$ cat config.mk
export PLATFORM = sky130hd
export DESIGN_NAME = mdx_front
export DESIGN_NICKNAME = d
export VERILOG_FILES = /design/src/mdx_pkg.sv /design/src/mdx_front.sv
export SDC_FILE = /design/constraint.sdc
export NUM_CORES = 1
export LEC_CHECK = 0
export BUFFER_PORTS_ARGS = -buffer_cell sky130_fd_sc_hd__buf_2
export CORE_MARGIN = 4
export CORE_UTILIZATION = 30
export DETAILED_ROUTE_END_ITERATION = 8
export MAX_ROUTING_LAYER = met4
export PLACE_DENSITY = 0.78
export SETUP_SLACK_MARGIN = 0.05
export SLEW_MARGIN = 20
export SYNTH_ARGS = -nofsm -noshare
export SYNTH_HDL_FRONTEND = slang
export SYNTH_SLANG_ARGS = --single-unit
$ cat constraint.sdc
create_clock -name vclk -period 4.85
set_input_delay 0.485 -clock vclk [all_inputs]
set_output_delay 0.485 -clock vclk [all_outputs]
set_load 0.02 [all_outputs]
$ cat src/mdx_pkg.sv
// ----------------------------------------------------------------------------
// mdx_pkg
// Types, codes and defaults shared by the multitap delay crossfade block.
// ----------------------------------------------------------------------------
package mdx_pkg;

    localparam int unsigned DEF_LINE_DEPTH = 65536;
    localparam int unsigned DEF_TAP_COUNT  = 10;
    localparam int unsigned CFG_W          = 17;
    localparam logic [CFG_W-1:0] LINE_LEN_RESET = 17'h10000;

    localparam logic [1:0] OP_SAMPLE  = 2'd0;
    localparam logic [1:0] OP_SET     = 2'd1;
    localparam logic [1:0] OP_DISABLE = 2'd2;

    localparam logic KIND_TAP = 1'b0;
    localparam logic KIND_ACK = 1'b1;

    typedef struct packed {
        logic [1:0]         opcode;
        logic signed [15:0] sample_in;
        logic [3:0]         tap_select;
        logic [15:0]        delay_request;
        logic [15:0]        fade_request;
    } t_in_word;

    typedef struct packed {
        logic               kind;
        logic [3:0]         tap_id;
        logic signed [15:0] sample_out;
        logic [15:0]        delay_now;
        logic               last;
    } t_out_word;

    typedef enum logic [1:0] {
        CMD_AUDIO,
        CMD_SET,
        CMD_OFF
    } t_cmd_op;

    typedef struct packed {
        t_cmd_op            op;
        logic [3:0]         tap;
        logic signed [15:0] sample;
        logic [15:0]        delay;
        logic [15:0]        fade;
    } t_cmd;

    typedef enum logic [3:0] {
        ST_CLEAR,
        ST_IDLE,
        ST_SET,
        ST_SCAN,
        ST_RD0,
        ST_RD1,
        ST_DIV,
        ST_MUL0,
        ST_MUL1,
        ST_SUM,
        ST_EMIT
    } t_state;

endpackage

$ cat src/mdx_front.sv
// ----------------------------------------------------------------------------
// mdx_front
// Accepts input words, drops ignored ones, clamps delays, forms commands.
// ----------------------------------------------------------------------------
module mdx_front
    import mdx_pkg::*;
#(
    parameter int unsigned TAP_COUNT = DEF_TAP_COUNT,
    parameter int unsigned LW        = 17
) (
    input  logic          i_in_valid,
    input  t_in_word      i_in,
    output logic          o_in_stall,
    input  logic          i_clearing,
    input  logic          i_q_full,
    input  logic [LW-1:0] i_len,
    output logic          o_push,
    output t_cmd          o_cmd
);

    localparam int unsigned XW = (LW > 16) ? LW : 16;

    logic          keep;
    logic [XW-1:0] lim;
    logic          tap_ok;

    assign o_in_stall = i_clearing | i_q_full;
    assign tap_ok     = ({1'b0, i_in.tap_select} < 5'(TAP_COUNT));
    assign lim        = XW'(i_len) - XW'(1);

    always_comb begin
        keep = 1'b0;
        o_cmd.op = CMD_AUDIO;
        unique case (i_in.opcode)
            OP_SAMPLE: begin
                keep = 1'b1;
            end
            OP_SET: begin
                keep = tap_ok;
                o_cmd.op = CMD_SET;
            end
            OP_DISABLE: begin
                keep = tap_ok;
                o_cmd.op = CMD_OFF;
            end
            default: begin
                keep = 1'b0;
            end
        endcase
        o_cmd.tap    = i_in.tap_select;
        o_cmd.sample = i_in.sample_in;
        o_cmd.delay  = (XW'(i_in.delay_request) > lim) ? lim[15:0] : i_in.delay_request;
        o_cmd.fade   = i_in.fade_request;
    end

    assign o_push = i_in_valid & ~o_in_stall & keep;

endmodule

==> results of run 1 <==
[worst max-delay path: stages]
cell	delay [ns]
buf_2	0.12
or3_1	0.39
or4_4	0.44
or4_4	0.45
nor2_1	0.13
xnor2_1	0.17
ha_1	0.29
a21o_1	0.19
a211oi_1	0.22
o21ai_0	0.12
a21oi_1	0.16
or3_1	0.31
buf_4	0.22
o21ai_1	0.08
buf_2	0.17
[worst max path at each step]
stage | start | end | slack (ns) | cells after the start
after floorplan | i_len[4] | o_cmd[16] | 0.61 | 13
after global placement | i_len[4] | o_cmd[29] | 0.54 | 15
after detailed placement | i_len[4] | o_cmd[29] | 0.43 | 15
after CTS | i_len[4] | o_cmd[29] | 0.43 | 15
after global routing | i_len[4] | o_cmd[29] | 0.19 | 15
final | i_len[4] | o_cmd[29] | 0.42 | 15
[cell usage in the layout (no fill, tap or decap), types with 2 or more instances in the layout]
cell	n
a211oi_1	2
a21o_1	2
a21oi_1	5
buf_2	64
buf_4	4
ha_1	21
inv_1	6
nand2_1	5
nand3_1	3
nand4_1	4
nor2_1	11
nor3_1	6
o21ai_0	8
o21ai_1	12
o31ai_1	15
or3_1	2
or4_4	2
xnor2_1	9
xor2_1	6
[cells by family (layout without fill, tap and decap cells)]
group,after synthesis,after routing,share of synthesized area
adders and majority gates,21,21,0.2156
AOI/OAI and AO/OA,45,45,0.2289
muxes,1,1,0.008214
xor gates and xnor gates,15,15,0.1078
buffers and inverters,47,74,0.2577
and+or+nand+nor,39,39,0.1817
[per-layer routing]
layer  share of wire  global-route usage
met4           0.011             0.02923
met5               0                   -
met3            0.10             0.01403
met2            0.47              0.2051
met1            0.42              0.1646
[layout make-up]
type / instances / area, sq um / area share
repair buffers: 68 / 350.3 / 0.2619
multi-input cells: 121 / 904.6 / 0.6763
well taps: 48 / 60.06 / 0.04490
inverters: 6 / 22.52 / 0.01684
[where the power goes]
group / switching [mW] / leakage [nW] / internal, mW / total, mW
clock network: 0 / 0 / 0 / 0
logic: 0.0885 / 0.649 / 0.0571 / 0.146
registers: 0 / 0 / 0 / 0
total: 0.0885 / 0.649 / 0.0571 / 0.146
[stage by stage]
stage	power, mW	instances	cell area (sq um)	setup WS (ns)
floorplan	0.1277	168	1219	0.6073
global placement	0.1440	243	1338	0.5362
detailed placement	0.1461	243	1338	0.4312
CTS	0.1466	243	1338	0.4298
global route	0.1620	243	1338	0.1865
finish	0.1456	243	1338	0.4239
==> impl_metrics.yaml, run 1 <==
synth:
  ys_warn_count: 0
  synthesis.nets: 263
  yosysTopAreaCell: "buf_4"
  ys_types: 28
  synth_top_area_frac: 0.2218
  syn_avg_cell_area_sq_um: 7.254
  synth_common_cells: "buf_4 (36), ha_1 (21), o31ai_1 (15)"
  seq_area_frac_synth: 0
  synthCells: 168
  synth.area.top_cells: "buf_4 (22%), ha_1 (22%), o31ai_1 (9.2%), xnor2_1 (6.5%), o21ai_1 (4.9%)"
  synthMostInstantiatedCell: "buf_4"
  synthesis.area_sq_um: 1219
global_routing:
  grt_max_degree: 17
  antenna_found_initial: 0
  grt_pass1_vias: 1158
  grt_util_all_layers: 0.1255
  overflow: 0
  grt_first_pass_wirelength_microns: 5257
route:
  drc: 0
  vias_per_cell: 5.169
  drtIter0Drc: 37
  first_pass_iters: 4
  drt-total-wl_microns: 3335
  postRouteAntennaNets: 0
  wl_per_cell_microns: 13.72
  num_vias: 1256
floorplanning:
  dieArea_sq_um: 5146
  die_y_microns: 71.74
  rows: 22
  initial_core_util: 0.3208
  die-width_microns: 71.74
  boundaryPins: 130
  core-area_sq_um: 3799
timing:
  fmax_mhz: 225.9
  finalCriticalPeriod_ns: 4.426
  hold_viol: 0
  final.period_utilization: 0.9126
  fin_tns_setup_ns: 0
  setup_viol_count_final: 0
  tightestPinTransition_ns: 0.3532
  rsz0062_at_grt: "false"
  hold_ws_ns: 0.9700
  drv_slew: 0
  slew_headroom: 0.7629
finish:
  area_growth_pct: 9.753
  finish.utilization: 0.3521
  design.seq.count: 0
  fillers: 417
  antennaDiodeCount: 0
  drive_gt1_frac: 0.3692
  layout.nets: 292
  clock_buffer_count: 0
  seqCellArea_sq_um: 0
pwr:
  peakVddDrop_mv: 0.04093
  power_per_cell_area_nw_per_um2: 108.9
  static-leakage-power_nw: 0.6486
cts:
  cts_setup_buffers: 0
  post_cts_resized: 0
  hold_buffers: 0
placement:
  dp_hpwl_microns: 2952
  gp_congestion: 0.8825
  place.port_buffers: 64
critical_path:
  arrival_ns: 3.94
  path_max_fanout: 9
  critPathKind: "input port to primary output"
  end_kind: "primary output"
  crit_required_ns: 4.37
  crit_path_start_kind: "input port"
run:
  maxCapViolCount: 0
hold_path:
  min_to: "o_cmd[11]"
  hold_path.class: "input port to primary output"
  hold_depth: 0
  hold_path_startpoint: "i_in[11]"
outcome:
  status: "finished clean"
Power figures use the tool's default switching activity.
==> inputs of run 2 (changes only) <==
- PLACE_DENSITY: 0.78 -> unset
- PLACE_DENSITY_LB_ADDON: unset -> 0.1
==> run 2 against run 1 <==
Against the previous run: via count grew 0.72%; non-clock buffer count is the same; count of clock-buffer cells in the layout is the same; die area is the same.
==> impl_metrics.yaml, run 2 (same netlist as run 1, synthesis figures left out) <==
floorplanning:
  die-width_microns: 71.74
  rows: 22
  boundaryPins: 130
  core-area_sq_um: 3799
  dieArea_sq_um: 5146
  die_y_microns: 71.74
  initial_core_util: 0.3208
finish:
  area_growth_pct: 9.753
  design.seq.count: 0
  antennaDiodeCount: 0
  layout.nets: 292
  seqCellArea_sq_um: 0
  final_cell_area_sq_um: 1338
  final_common_cell: "buf_2"
  clock_buffer_count: 0
  layout_common_cells: "buf_2 (64), ha_1 (21), o31ai_1 (15)"
  fin_cells: 243
  drive_gt1_frac: 0.3692
route:
  drtIter0Drc: 22
  dr_wl_met3_microns: 327
  wl_per_cell_microns: 15.00
  postRouteAntennaNets: 0
  num_vias: 1265
  first_pass_iters: 4
  highest_layer: "met4"
  met2_length_microns: 1779
  vias_per_cell: 5.206
  drc: 0
  drt-met1-wl_microns: 1479
  drt-total-wl_microns: 3644
hold_path:
  hold_path.class: "input port to primary output"
timing:
  tightestPinTransition_ns: 0.3701
  fmax_mhz: 224.6
  rsz0062_at_grt: "false"
  final.period_utilization: 0.9181
  setup_viol_count_final: 0
  hold_viol: 0
  drv_slew: 0
  fin_tns_setup_ns: 0
  finalCriticalPeriod_ns: 4.453
  hold_ws_ns: 0.9700
  slew_headroom: 0.7514
critical_path:
  path_max_fanout: 9
  crit_path_start_kind: "input port"
  critPathKind: "input port to primary output"
  arrival_ns: 3.97
  crit_required_ns: 4.37
  end_kind: "primary output"
placement:
  dp_hpwl_microns: 3143
  placed_area_sq_um: 1338
  place.port_buffers: 64
  dp.cells: 243
  gp_congestion: 0.7398
pwr:
  static-leakage-power_nw: 0.6486
  peakVddDrop_mv: 0.05266
  power_per_cell_area_nw_per_um2: 109.5
  power_uw: 146.5
global_routing:
  overflow: 0
  grt_pass1_vias: 1264
  grt_util_all_layers: 0.1423
  grt_max_degree: 17
  antenna_found_initial: 0
  grt_first_pass_wirelength_microns: 5947
cts:
  hold_buffers: 0
  post_cts_resized: 0
  cts_setup_buffers: 0
outcome:
  status: "finished clean"
run:
  maxCapViolCount: 0
## run 2: cell counts in the layout (fill, tap and decap cells not counted)
No cell type changed its count.
## run 2: final timing paths
path                  from        end  cells after the start
hold / removal    i_in[49]  o_cmd[45]                      0
setup / recovery  i_len[4]  o_cmd[17]                     15
## run 2: stage by stage
step | worst slack (ns) | util
4_1_cts | 0.3514 | 0.3521
2_1_floorplan | 0.6073 | -
3_3_place_gp | 0.4521 | 0.3521
3_5_place_dp | 0.3744 | 0.3521
5_1_grt | 0.07067 | 0.3521
6_report | 0.3974 | 0.3521
## run 2: cell type report
class,instances,area [sq um]
timing repair buffer,68,350.3
inverter,6,22.52
fill,426,2461
multi-input combinational,121,904.6
tap,48,60.06
## run 2: power breakdown
part | leakage (nW) | total, mW | internal (mW) | switching, mW
Sequential | 0 | 0 | 0 | 0
Clock | 0 | 0 | 0 | 0
Combinational | 0.649 | 0.146 | 0.0574 | 0.0891
## run 2: routing by layer
layer | GRT usage | vias to the layer above
li1 | - | 639
met1 | 0.1695 | 546
met2 | 0.2541 | 64
met3 | 0.02384 | 16
met4 | 0.02088 | 0
met5 | - | -
## run 2: critical path, stage by stage
cell	delay [ns]
buf_2	0.11
or3_1	0.38
or4_4	0.44
or4_4	0.46
nor2_1	0.13
xnor2_1	0.15
ha_1	0.27
a21o_1	0.18
a211oi_1	0.21
o21ai_0	0.12
a21oi_1	0.16
or3_1	0.34
buf_4	0.24
o21ai_0	0.10
buf_2	0.17
