`src/mdx_pkg.sv`:
```
// ----------------------------------------------------------------------------
// mdx_pkg
// Types, codes and defaults shared by the multitap delay crossfade block.
// ----------------------------------------------------------------------------
package mdx_pkg;

    localparam int unsigned DEF_LINE_DEPTH = 65536;
    localparam int unsigned DEF_TAP_COUNT  = 10;
    localparam int unsigned CFG_W          = 17;
    localparam logic [CFG_W-1:0] LINE_LEN_RESET = 17'h10000;

    localparam logic [1:0] OP_SAMPLE  = 2'd0;
    localparam logic [1:0] OP_SET     = 2'd1;
    localparam logic [1:0] OP_DISABLE = 2'd2;

    localparam logic KIND_TAP = 1'b0;
    localparam logic KIND_ACK = 1'b1;

    typedef struct packed {
        logic [1:0]         opcode;
        logic signed [15:0] sample_in;
        logic [3:0]         tap_select;
        logic [15:0]        delay_request;
        logic [15:0]        fade_request;
    } t_in_word;

    typedef struct packed {
        logic               kind;
        logic [3:0]         tap_id;
        logic signed [15:0] sample_out;
        logic [15:0]        delay_now;
        logic               last;
    } t_out_word;

    typedef enum logic [1:0] {
        CMD_AUDIO,
        CMD_SET,
        CMD_OFF
    } t_cmd_op;

    typedef struct packed {
        t_cmd_op            op;
        logic [3:0]         tap;
        logic signed [15:0] sample;
        logic [15:0]        delay;
        logic [15:0]        fade;
    } t_cmd;

    typedef enum logic [3:0] {
        ST_CLEAR,
        ST_IDLE,
        ST_SET,
        ST_SCAN,
        ST_RD0,
        ST_RD1,
        ST_DIV,
        ST_MUL0,
        ST_MUL1,
        ST_SUM,
        ST_EMIT
    } t_state;

endpackage

```
`src/mdx_queue.sv`:
```
// ----------------------------------------------------------------------------
// mdx_queue
// Two-entry command queue between front and back.
// ----------------------------------------------------------------------------
module mdx_queue
    import mdx_pkg::*;
(
    input  logic i_clk,
    input  logic i_rst_n,
    input  logic i_push,
    input  t_cmd i_cmd,
    output logic o_full,
    output logic o_valid,
    output t_cmd o_cmd,
    input  logic i_pop
);

    t_cmd       r_slot [2];
    logic       r_wr;
    logic       r_rd;
    logic [1:0] r_cnt;

    assign o_full  = (r_cnt == 2'd2);
    assign o_valid = (r_cnt != 2'd0);
    assign o_cmd   = r_slot[r_rd];

    always_ff @(posedge i_clk) begin
        if (!i_rst_n) begin
            r_wr  <= 1'b0;
            r_rd  <= 1'b0;
            r_cnt <= 2'd0;
        end else begin
            if (i_push) r_wr <= ~r_wr;
            if (i_pop)  r_rd <= ~r_rd;
            r_cnt <= r_cnt + 2'(i_push) - 2'(i_pop);
        end
        if (i_push) r_slot[r_wr] <= i_cmd;
    end

endmodule

```
`config.mk`:
```
export PLATFORM = sky130hd
export DESIGN_NAME = mdx_queue
export DESIGN_NICKNAME = d
export VERILOG_FILES = /design/src/mdx_pkg.sv /design/src/mdx_queue.sv
export SDC_FILE = /design/constraint.sdc
export NUM_CORES = 1
export LEC_CHECK = 0
export BUFFER_PORTS_ARGS = -buffer_cell sky130_fd_sc_hd__buf_2
export CAP_MARGIN = 30
export CELL_PAD_IN_SITES_DETAIL_PLACEMENT = 0
export CELL_PAD_IN_SITES_GLOBAL_PLACEMENT = 1
export CORE_MARGIN = 2
export CORE_UTILIZATION = 48
export CTS_CLUSTER_SIZE = 30
export DETAILED_ROUTE_END_ITERATION = 8
export PLACE_DENSITY_LB_ADDON = 0.1
export SLEW_MARGIN = 30
export SYNTH_ARGS = -nofsm -noshare
export SYNTH_HDL_FRONTEND = slang
export SYNTH_SLANG_ARGS = --single-unit
```
`constraint.sdc`:
```
create_clock -name i_clk -period 8.33 [get_ports i_clk]
set_input_delay 0.833 -clock i_clk [delete_from_list [all_inputs] [get_ports i_clk]]
set_output_delay 0.833 -clock i_clk [all_outputs]
set_load 0.01 [all_outputs]
```
==> flow_summary.json, run 1 <==
{
  "status": "complete, no violations",
  "rsz0062_at_grt": "no",
  "vias": 2115,
  "syn_inst": 189,
  "cts_resized": 0,
  "io_pins": 114,
  "first_pass_iters": 4,
  "power.density_nw_per_um2": 266,
  "grt_overflow": 0,
  "track_usage_pct": 15.0,
  "yosysUniqueCellTypes": 14,
  "gp_congestion": 0.683,
  "relSlewSlack_pct": 44.1,
  "grt_pass1_wl_um": 10700,
  "fmax_ghz": 0.358,
  "vdd.ir_drop.worst_mv": 0.148,
  "clock-sinks": 113,
  "hold_buffers": 0,
  "fin_skew_ns": 0.00587,
  "port_buffers": 113,
  "path_class": "flip-flop to primary output",
  "drtAntennaViolNets": 0,
  "crit_required_ns": 7.50,
  "p_total_uw": 1480,
  "cts-root-buf": "clkbuf_8",
  "yosysSeqAreaShare_pct": 76.4,
  "num_rows": 34,
  "setup_viol": 0,
  "antenna_found_initial": 0,
  "path_max_fanout": 31,
  "drive_gt1_share_pct": 61.6,
  "wirelength_um": 6910,
  "slew_viol_final": 0,
  "finalHoldViolCount": 0,
  "worst_pin_slew_ns": 0.839,
  "grt_pass1_vias": 2158,
  "grt_max_degree": 39,
  "worstSkewPairLatency_ns": 0.50,
  "arrival_ns": 1.96,
  "start_util_pct": 50.0,
  "cts_tree": "done",
  "finalCriticalPeriod_ns": 2.80,
  "place_hpwl_um": 4450,
  "synth.avg_cell_area_um2": 23.2,
  "synth_warnings": 0,
  "final_cell_mix": "buf_2 (113), edfxtp_1 (108), mux2_4 (50), clkbuf_16 (16), clkinvlp_4 (5)",
  "cts_made_buffers": 17,
  "die-area_um2": 9900,
  "cp-start-kind": "flip-flop",
  "p_leak_uw": 0.00225,
  "end_kind": "primary output",
  "fin_crit_sh_pct": 33.6,
  "cts_setup_buffers": 0,
  "htree_levels": 4,
  "final_common_cell": "buf_2",
  "antenna_cells": 0,
  "synth_seq_cells": 113,
  "core-area_um2": 8760,
  "final_nets": 378,
  "syn_area_um2": 4380,
  "die_h_um": 99.5,
  "clockBufferDepth": 2,
  "drc": 0,
  "syn_nets": 249,
  "post_drt_via_cell_ratio": 4.82,
  "drt_iter0_markers": 70,
  "avgRoutedWirePerCell_um": 15.7,
  "clkTransAtPathRegs_ns": 0.06,
  "tns_ns": 0,
  "area_growth_pct": 27.5,
  "drv_cap": 0,
  "fp.dieW_um": 99.5,
  "min_path_type": "input port to flip-flop"
}
## worst max-delay path, stage by stage, from the launching register on
cell and delay [ns]:
dfxtp_4 0.64, buf_16 0.30, mux2_2 0.37, buf_2 0.14
## sequential cells by signal (all words and copies together), names as in the netlist, named ones only
register and cells:
r_cnt 2, r_rd 1, r_slot 108, r_wr 1
## layout make-up
cell class                      count  area, um2
Tap cell                          108        135
Sequential cell                   113       3350
Fill cell                         679       3180
Clock buffer                       18        418
Multi-Input combinational cell     68        925
Timing Repair Buffer              116        608
Inverter                            2       7.51
Clock inverter                     14        143
## cell usage after synthesis
master      n  share of area (%)
o21a_1      1               0.17
mux2_4     50                 17
mux2_2      4                1.0
xnor3_1     1               0.51
buf_6       1               0.26
buf_12      5                2.3
inv_1       2               0.17
or2_2       1               0.14
nor2b_1     4               0.57
and2_1      4               0.57
ha_1        2               0.57
edfxtp_1  108                 74
dfxtp_1     5                2.3
xor2_1      1               0.20
## worst paths after layout
| kind | from | endpoint | slack [ns] | depth (start not counted) |
|---|---|---|---|---|
| setup / recovery | flip-flop | o_cmd[0] | 5.53 | 3 |
| hold / removal | i_cmd[10] | r_slot[1][10]$_DFFE_PP_ | 0.52 | 1 |
| setup reg to reg | r_wr$_SDFFE_PN0P_ | r_slot[1][2]$_DFFE_PP_ | 6.44 | 2 |
| hold reg to reg | r_rd$_SDFFE_PN0P_ | flip-flop | 0.58 | 2 |
## per-layer routing
metal	wire (um)	track usage, %	vias to the layer above
met3	520	7.45	11
met4	118	7.06	0
met2	3330	23.5	83
met5	0	0	-
li1	-	-	1006
met1	2940	17.2	1015
## through the flow
| stage | setup WS, ns | util (%) | area (um2) | cells | hold slack (ns) |
|---|---|---|---|---|---|
| after floorplan | 4.61 | - | 4380 | 189 | 0.555 |
| after CTS | 5.48 | 63.7 | 5580 | 439 | 0.488 |
| final | 5.53 | 63.7 | 5580 | 439 | 0.515 |
| after global placement | 5.86 | 57.0 | 4990 | 406 | 0.558 |
| after detailed placement | 5.85 | 57.3 | 5020 | 407 | 0.561 |
| after global routing | 5.42 | 63.7 | 5580 | 439 | 0.478 |
## report_power, final
part | leakage (uW) | internal, uW | total (uW) | switching (uW)
combinational | 0.000932 | 82.6 | 147 | 64.1
sequential | 0.00106 | 658 | 672 | 14.9
clock | 0.000260 | 422 | 664 | 242
total | 0.00225 | 1160 | 1480 | 321
## logic make-up (layout without fill, tap and decap cells)
logic type | after synthesis | count (layout) | share of synthesized area, %
AOI/OAI and AO/OA | 1 | 1 | 0.172
xor gates and xnor gates | 2 | 2 | 0.714
adders and majority gates | 2 | 2 | 0.572
buffers and inverters | 8 | 150 | 2.72
DFF | 113 | 113 | 76.4
muxes | 54 | 54 | 18.2
and+or+nand+nor | 9 | 9 | 1.29
No activity file was read; power rests on OpenSTA's default activity.
==> run 2, diff against run 1 <==
CORE_UTILIZATION = 40   (was 48)
clock period = 2.45 ns   (was 8.33 ns; I/O delays follow)
==> flow_summary.json, run 2 (synthesized netlist as in run 1, its figures left out) <==
{
  "worstSkewPairLatency_ns": 0.50,
  "cts-root-buf": "clkbuf_8",
  "drt_iter0_markers": 57,
  "final_cell_mix": "buf_2 (113), edfxtp_1 (108), dlygate4sd3_1 (55), mux2_4 (50), clkbuf_16 (16)",
  "drive_gt1_share_pct": 52.4,
  "clkTransAtPathRegs_ns": 0.05,
  "track_usage_pct": 13.5,
  "grt_pass1_vias": 2467,
  "min_path_type": "input port to flip-flop",
  "wirelength_um": 7670,
  "path_class": "flip-flop to primary output",
  "port_buffers": 113,
  "grt_pass1_wl_um": 11500,
  "cts_tree": "done",
  "num_rows": 38,
  "final_common_cell": "buf_2",
  "top_usage_layer": "met2",
  "fmax_ghz": 0.479,
  "path_cells": "buf_12, mux2_2, buf_2",
  "pwr-share-clk_pct": 42.3,
  "use_met2_pct": 23.0,
  "start_util_pct": 40.7,
  "internal_power_uw": 3940,
  "grt_overflow": 0,
  "drc": 0,
  "arrival_ns": 1.84,
  "tns_ns": 0,
  "fp.dieW_um": 109,
  "status": "complete, no violations",
  "finalCriticalPeriod_ns": 2.09,
  "slowest_stage": "dfxtp_4",
  "dp.cells": 442,
  "worst_pin_slew_ns": 0.411,
  "power.density_nw_per_um2": 804,
  "cp_slowest_stage_delay_ns": 0.60,
  "slew_viol_final": 0,
  "drv_cap": 0,
  "end_kind": "primary output",
  "clock-sinks": 113,
  "final_nets": 436,
  "layout.cells.non_filler": 529,
  "power.share.switching_pct": 20.7,
  "vdd.ir_drop.worst_mv": 0.405,
  "grt_util_met1_pct": 14.2,
  "die_h_um": 109,
  "clockBufferDepth": 2,
  "p_leak_uw": 0.00250,
  "post_drt_via_cell_ratio": 4.42,
  "cts_made_buffers": 17,
  "crit_buf_inv": 2,
  "top_register": "r_slot",
  "fin_skew_ns": 0.00802,
  "avgRoutedWirePerCell_um": 14.5,
  "antenna_found_initial": 0,
  "crit_required_ns": 2.20,
  "core-area_um2": 10700,
  "largestRegisters": "r_slot x108, r_cnt x2",
  "grt_max_degree": 31,
  "cp-start-kind": "flip-flop",
  "cts_setup_buffers": 0,
  "drtAntennaViolNets": 0,
  "setup_slack_ns": 0.364,
  "vias": 2336,
  "antenna_cells": 0,
  "pre_cts_ws_ns": 0.848,
  "fill_cells": 864,
  "relSlewSlack_pct": 72.6,
  "place_hpwl_um": 4870,
  "rsz0062_at_grt": "no",
  "htree_levels": 4,
  "power_frac_seq_pct": 45.9,
  "area_growth_pct": 41.2,
  "use_met3_pct": 5.86,
  "first_pass_iters": 4,
  "setup_viol": 0,
  "power_frac_comb_pct": 11.7,
  "fin_crit_sh_pct": 85.2,
  "finalHoldViolCount": 0,
  "path_delay_family": "flip-flops",
  "gp_congestion": 0.705,
  "die-area_um2": 11800,
  "io_pins": 114,
  "p_switching_uw": 1030,
  "path_max_fanout": 19,
  "largest_register_ffs": 108
}
run 2: cell types whose count changed in the layout (fill, tap and decap cells not counted), sizes merged:
cell         previous run  this run
clkinv                  7         5
bufinv                  2         0
clkbuf                 18        26
clkinvlp                5         1
buf                   116       119
dlygate4sd3             0        55
run 2: power groups by stage:
stage                     combinational, uW  sequential (uW)  clock (uW)
after CTS                               593             2290        2160
after detailed placement                521             2330           0
after global placement                  520             2320           0
after floorplan                         365             2300           0
after global routing                    629             2290        2260
final                                   583             2290        2110
run 2: final timing paths:
path         slack (ns)                     end         startpoint  cells after the start
max                0.36                o_cmd[2]          flip-flop                      3
min                 0.1               flip-flop              i_pop                      3
max reg2reg        1.02  r_slot[1][3]$_DFFE_PP_  r_wr$_SDFFE_PN0P_                      2
min reg2reg        0.57               flip-flop  r_rd$_SDFFE_PN0P_                      2
run 2: stage by stage:
| stage | cell area [um2] | util (%) | total power, uW | hold slack [ns] |
|---|---|---|---|---|
| floorplan | 4380 | - | 2660 | 0.344 |
| global placement | 5100 | 47.5 | 2840 | 0.434 |
| detailed placement | 5100 | 47.5 | 2850 | 0.436 |
| CTS | 6180 | 57.5 | 5040 | 0.0728 |
| global route | 6180 | 57.5 | 5180 | 0.0908 |
| finish | 6180 | 57.5 | 4970 | 0.0968 |
run 2: cell type report:
class,instances,area (um2),share of cell area (%)
clock buffers,26,498,8.06
repair buffers,174,1200,19.4
well taps,140,175,2.83
inverters,2,7.51,0.121
flip-flops and latches,113,3350,54.1
clock inverters,6,31.3,0.506
multi-input cells,68,925,15.0
run 2: repair_timing:
action,in CTS,in global routing
resized for setup,0,0
setup endpoints to repair,0,0
hold buffers,55,0
endpoints found under the hold margin,112,0
run 2: worst reg2reg max path, delay by kind of cell (launching register included):
| kind | cells | cell delay [ns] |
|---|---|---|
| AND/OR/NAND/NOR | 1 | 0.40 |
| flip-flops | 1 | 0.38 |
| buffers and inverters | 1 | 0.33 |
run 2: routing by layer:
layer,routed length (um),part of all wire (%)
met1,3080,40
met3,413,5.4
met4,180,2.3
met2,4000,52
met5,0,0
